`src/design/okvt_pkg.sv`:
```
`timescale 1ns / 1ps
// ----------------------------------------------------------------------------
// okvt_pkg
// Shared sizes, codes and types of the ordered key/value table.
// ----------------------------------------------------------------------------
package okvt_pkg;

   localparam int CAPACITY    = 256;
   localparam int KEY_WIDTH   = 32;
   localparam int VALUE_WIDTH = 32;

   localparam int COUNT_WIDTH = $clog2(CAPACITY + 1);

   // entries are reduced in groups, all groups in one registered level
   localparam int GROUP_SIZE = 16;
   localparam int NUM_GROUPS = (CAPACITY + GROUP_SIZE - 1) / GROUP_SIZE;
   localparam int LANES      = NUM_GROUPS * GROUP_SIZE;

   // transfer field widths
   localparam int OP_WIDTH       = 3;
   localparam int KEY_FIELD      = 32;
   localparam int VALUE_FIELD    = 32;
   localparam int POS_WIDTH      = 8;
   localparam int STATUS_WIDTH   = 2;
   localparam int ENTRY_CNT_W    = 9;
   localparam int REQ_DATA_WIDTH = 80;
   localparam int RSP_DATA_WIDTH = 80;

   localparam logic [OP_WIDTH-1:0] OP_SET    = 3'd0;
   localparam logic [OP_WIDTH-1:0] OP_GET    = 3'd1;
   localparam logic [OP_WIDTH-1:0] OP_DELETE = 3'd2;
   localparam logic [OP_WIDTH-1:0] OP_CLEAR  = 3'd3;
   localparam logic [OP_WIDTH-1:0] OP_READ   = 3'd4;

   localparam logic [STATUS_WIDTH-1:0] STATUS_OK      = 2'd0;
   localparam logic [STATUS_WIDTH-1:0] STATUS_MISSING = 2'd1;
   localparam logic [STATUS_WIDTH-1:0] STATUS_FULL    = 2'd2;
   localparam logic [STATUS_WIDTH-1:0] STATUS_RANGE   = 2'd3;

   typedef logic [KEY_WIDTH-1:0]   key_type;
   typedef logic [VALUE_WIDTH-1:0] value_type;
   typedef logic [COUNT_WIDTH-1:0] count_type;

   // broadcast lookup, sampled by every cell on strobe
   typedef struct packed {
      logic    strobe;
      logic    lookup;
      key_type key;
   } probe_type;

   // per-cell write controls
   typedef struct packed {
      logic shift;
      logic load_new;
      logic update;
   } cell_ctl_type;

   // broadcast write data
   typedef struct packed {
      key_type   key;
      value_type value;
   } entry_type;

endpackage

```
`src/design/okvt_cell.sv`:
```
`timescale 1ns / 1ps
// ----------------------------------------------------------------------------
// okvt_cell
// One table entry: holds a key/value pair, compares against the broadcast
// key, and loads from its upper neighbor when a delete closes the gap.
// ----------------------------------------------------------------------------
module okvt_cell (
   input  logic                  clock,
   input  okvt_pkg::probe_type    probe,
   input  logic                  in_range,
   input  logic                  rd_sel,
   input  okvt_pkg::cell_ctl_type ctl,
   input  okvt_pkg::entry_type    wr,
   input  okvt_pkg::entry_type    next_entry,
   output okvt_pkg::entry_type    entry,
   output logic                  match,
   output okvt_pkg::entry_type    pick
);
   import okvt_pkg::*;

   key_type   key_ff,   key_in;
   value_type value_ff, value_in;
   logic      match_ff, match_in;
   logic      sel_ff,   sel_in;

   always_comb begin
      key_in   = key_ff;
      value_in = value_ff;
      if (ctl.shift) begin
         key_in   = next_entry.key;
         value_in = next_entry.value;
      end else if (ctl.load_new) begin
         key_in   = wr.key;
         value_in = wr.value;
      end else if (ctl.update) begin
         value_in = wr.value;
      end
      match_in = match_ff;
      sel_in   = sel_ff;
      if (probe.strobe) begin
         match_in = probe.lookup && in_range && (key_ff == probe.key);
         sel_in   = rd_sel;
      end
   end

   always_ff @(posedge clock) begin
      key_ff   <= key_in;
      value_ff <= value_in;
      match_ff <= match_in;
      sel_ff   <= sel_in;
   end

   assign entry.key   = key_ff;
   assign entry.value = value_ff;
   assign match       = match_ff;
   assign pick.key    = sel_ff ? key_ff : '0;
   assign pick.value  = (match_ff || sel_ff) ? value_ff : '0;

endmodule

```
`config.mk`:
```
export PLATFORM = sky130hd
export DESIGN_NAME = okvt_cell
export DESIGN_NICKNAME = d
export VERILOG_FILES = /design/src/design/okvt_pkg.sv /design/src/design/okvt_cell.sv
export SDC_FILE = /design/constraint.sdc
export NUM_CORES = 1
export LEC_CHECK = 0
export BUFFER_PORTS_ARGS = -buffer_cell sky130_fd_sc_hd__buf_2
export CAP_MARGIN = 40
export CORE_AREA = 2 2 115 117
export DETAILED_ROUTE_END_ITERATION = 12
export DIE_AREA = 0 0 117 119
export SYNTH_ARGS = -nofsm -noshare
export SYNTH_HDL_FRONTEND = slang
export SYNTH_SLANG_ARGS = --single-unit
```
`constraint.sdc`:
```
create_clock -name clock -period 1.86 [get_ports clock]
set_clock_uncertainty 0.15 [all_clocks]
set_input_delay 0 -clock clock [delete_from_list [all_inputs] [get_ports clock]]
set_output_delay 0 -clock clock [all_outputs]
set_load 0.03 [all_outputs]
```
==> impl_results.md <==
* Depth of the most critical reg-to-reg path at 4
* Initial DRT Pass Iterations at 4
* Routed Antenna Nets at 0
* Pwr Density at 834 nW/um^2
* Final setup fails at 0
* Avg Vias per Cell at 4.34
* Layout area overhead at 97.1%
* CP startpoint kind: register
* Minimum clock period at 1.78 ns
* Hold Path End: match
* Root Driver: clkbuf_16
* Slowest cell on crit path: or4_1
* Final hold vios at 0
* Setup bufs post-CTS at 0
* Port Buf Inserts at 296
* Worst endpoint required time at 1.87 ns
* CTS buffer count at 9
* Data arrival, critical path at 1.79 ns
* Worst vdd ir at 0.490 mV
* Yosys cell types at 17
* F_max at 0.562 GHz
* Synth top area share at 56.1%
* Leak at 0.00320 uW
* Critical path endpoint category: register
* Final wirelength at 13300 um
* Register area at 1980 sq um
* Register area share after synthesis at 56.1%
* Cell chain of the critical path: xnor2_1 -> nand4_1 -> or4_1 -> nor3_2
* IO Count at 297
* Post-synthesis cell area at 3540 sq um
* Footprint of the multi-input gates at 1500 sq um
* First-pass GRT wire length at 19100 um
* Max Cap Viol at 0
* CTS sink count at 66
* Post-layout util at 54.1%
* Die H at 119 um
* Synthesized Nets at 422
* Largest net degree at the start of global routing at 34
* Total negative setup slack at 0 ns
* Post-Syn Area per Cell at 13.9 sq um
* Critical hold path startpoint: probe[4]
* Reg2reg start: key_ff[5]
* # H-tree levels at 3
* Yosys top cell by area: edfxtp_1
* TritonCTS clock tree: done
* Antenna violations before repair at 1
* Gpl congestion at 0.779
* Vias in the first global route at 3891
* # DRC at 0
* Period utilization at 95.7%
* Hold Crit Depth at 4
* Slew @ Worst Pin at 0.339 ns
* Routed vias at 3773
* Worst rel slew slack at 77.4%
* Core area at 12900 sq um
* Worst skew pair latency at 0.33 ns
* GRT Total Usage at 18.5%
* Biggest cell delay along the critical path at 0.60 ns
* Chip Width at 117 um
* WL per Instance at 15.3 um
* Slew Viols, Final at 0
* Max clock buf depth at 2
* Die area at 13900 sq um
* Hold/Removal Path Class: primary input to register
* Top post-synthesis cells by area: edfxtp_1 56%, mux2_2 20%, nor2b_1 5.7%, and2_1 5.5%, xnor2_1 4.0%
* Layout cell share with drive strength beyond 1 at 55.8%
* Diodes inserted at 0
* Post-DP HPWL at 9210 um
* Synthesis warning total at 0
* Site Rows at 42
* Grt total ovfl at 0
* Nets at 856
* Buf/Inv on CP at 0
* FF-to-FF End: match
* Post-Syn Instances at 254
* Crit-path max FO at 3
* Fill cells at 1093
* Iter 0 DRT Violations at 100
* Clk slew on worst S/H paths at 0.05 ns
* Reg2Reg Setup Slack at 0.08 ns
* CP top delay family: simple AND/OR/NAND/NOR gates
* Worst setup path class: register to register
* #FFs+latches synth at 66
* Outcome: finished clean
* RSZ-0062 raised after global routing: false
* Initial Util at 27.5%
-- stage by stage --
stage | total power (uW) | area (sq um) | instances | worst slack (ns) | hold slack, ns
4_1_cts | 5870 | 6970 | 869 | 0.0586 | 0.0330
5_1_grt | 6060 | 6970 | 869 | 0.00279 | 0.0421
3_5_place_dp | 3490 | 5280 | 721 | 0.103 | 0.0419
6_report | 5810 | 6970 | 869 | 0.0796 | 0.0115
2_1_floorplan | 2910 | 3540 | 254 | 0.117 | -0.0511
3_3_place_gp | 3480 | 5280 | 721 | 0.134 | 0.0332
-- tightest hold or removal path, delay by kind of cell --
kind,cells,cell delay [ns]
AND/OR/NAND/NOR,2,0.15
buffers and inverters,1,0.09
XOR/XNOR,1,0.08
-- synth_stat cells --
master    instances
or3_1             1
xnor2_1          16
or2_2             1
clkbuf_1          6
nor4_1            4
nor3_2            1
mux2_2           64
and2_1           31
nor2b_1          32
buf_2             7
nand3_1           2
and2_2            1
or4_1             1
edfxtp_1         66
xor2_1           16
nor2_1            1
nand4_1           4
-- how the worst max path moves through the flow --
stage / startpoint / end / cells past startpoint
2_1_floorplan: key_ff[5] / match / 4
3_3_place_gp: key_ff[22] / match / 4
3_5_place_dp: key_ff[5] / match / 4
4_1_cts: sel_ff / pick[10] / 4
5_1_grt: key_ff[5] / match / 4
6_report: key_ff[5] / match / 4
-- cell usage in the layout (no fill, tap or decap) --
cell type / synthesis / routed
and2_1: 31 / 31
mux2_2: 64 / 64
clkinv_4: 0 / 2
buf_4: 0 / 5
xor2_1: 16 / 16
or3_1: 1 / 1
clkinv_1: 0 / 1
buf_12: 0 / 3
clkbuf_16: 0 / 9
or4_1: 1 / 1
xnor2_1: 16 / 16
nor4_1: 4 / 4
or2_2: 1 / 1
dlygate4sd3_1: 0 / 132
nand3_1: 2 / 2
nor2_2: 0 / 1
buf_2: 7 / 296
bufinv_16: 0 / 4
and2_2: 1 / 1
nor3_2: 1 / 1
nand4_1: 4 / 4
edfxtp_1: 66 / 66
nor2b_1: 32 / 32
-- kinds of logic after synthesis --
family | after synthesis | share of synthesized area [%]
AND/OR/NAND/NOR | 79 | 14.0
buffers and inverters | 13 | 1.63
XOR/XNOR | 32 | 7.93
flip-flops | 66 | 56.1
multiplexers | 64 | 20.4
-- per-layer routing --
| metal | routed length (um) | track usage, % | up-vias |
|---|---|---|---|
| met5 | 11 | 0 | - |
| met4 | 402 | 8.24 | 2 |
| met3 | 1120 | 5.04 | 33 |
| met2 | 7080 | 35.8 | 206 |
| met1 | 4720 | 17.6 | 1753 |
| li1 | - | - | 1779 |
-- where the power goes --
group          switching [uW]  internal (uW)
clock                     637           1440
sequential                114           1830
combinational            1000            785
total                    1760           4060
-- flip-flops by register name, indices dropped and copies added (netlist names) --
register,cells
match,1
key_ff,32
sel_ff,1
value_ff,32
-- cell type report --
type	count	share of cell area (%)
clock buffer	9	3.23
timing repair buffer	436	41.6
multi-input combinational	175	21.5
tap	176	3.16
sequential	66	28.4
clock inverter	7	2.03
-- repair_timing --
| item | CTS | global route |
|---|---|---|
| hold buffers | 132 | 0 |
| endpoints found under the hold margin | 68 | 0 |
| gates resized for setup | 0 | 0 |
No activity file was read; power rests on OpenSTA's default activity.
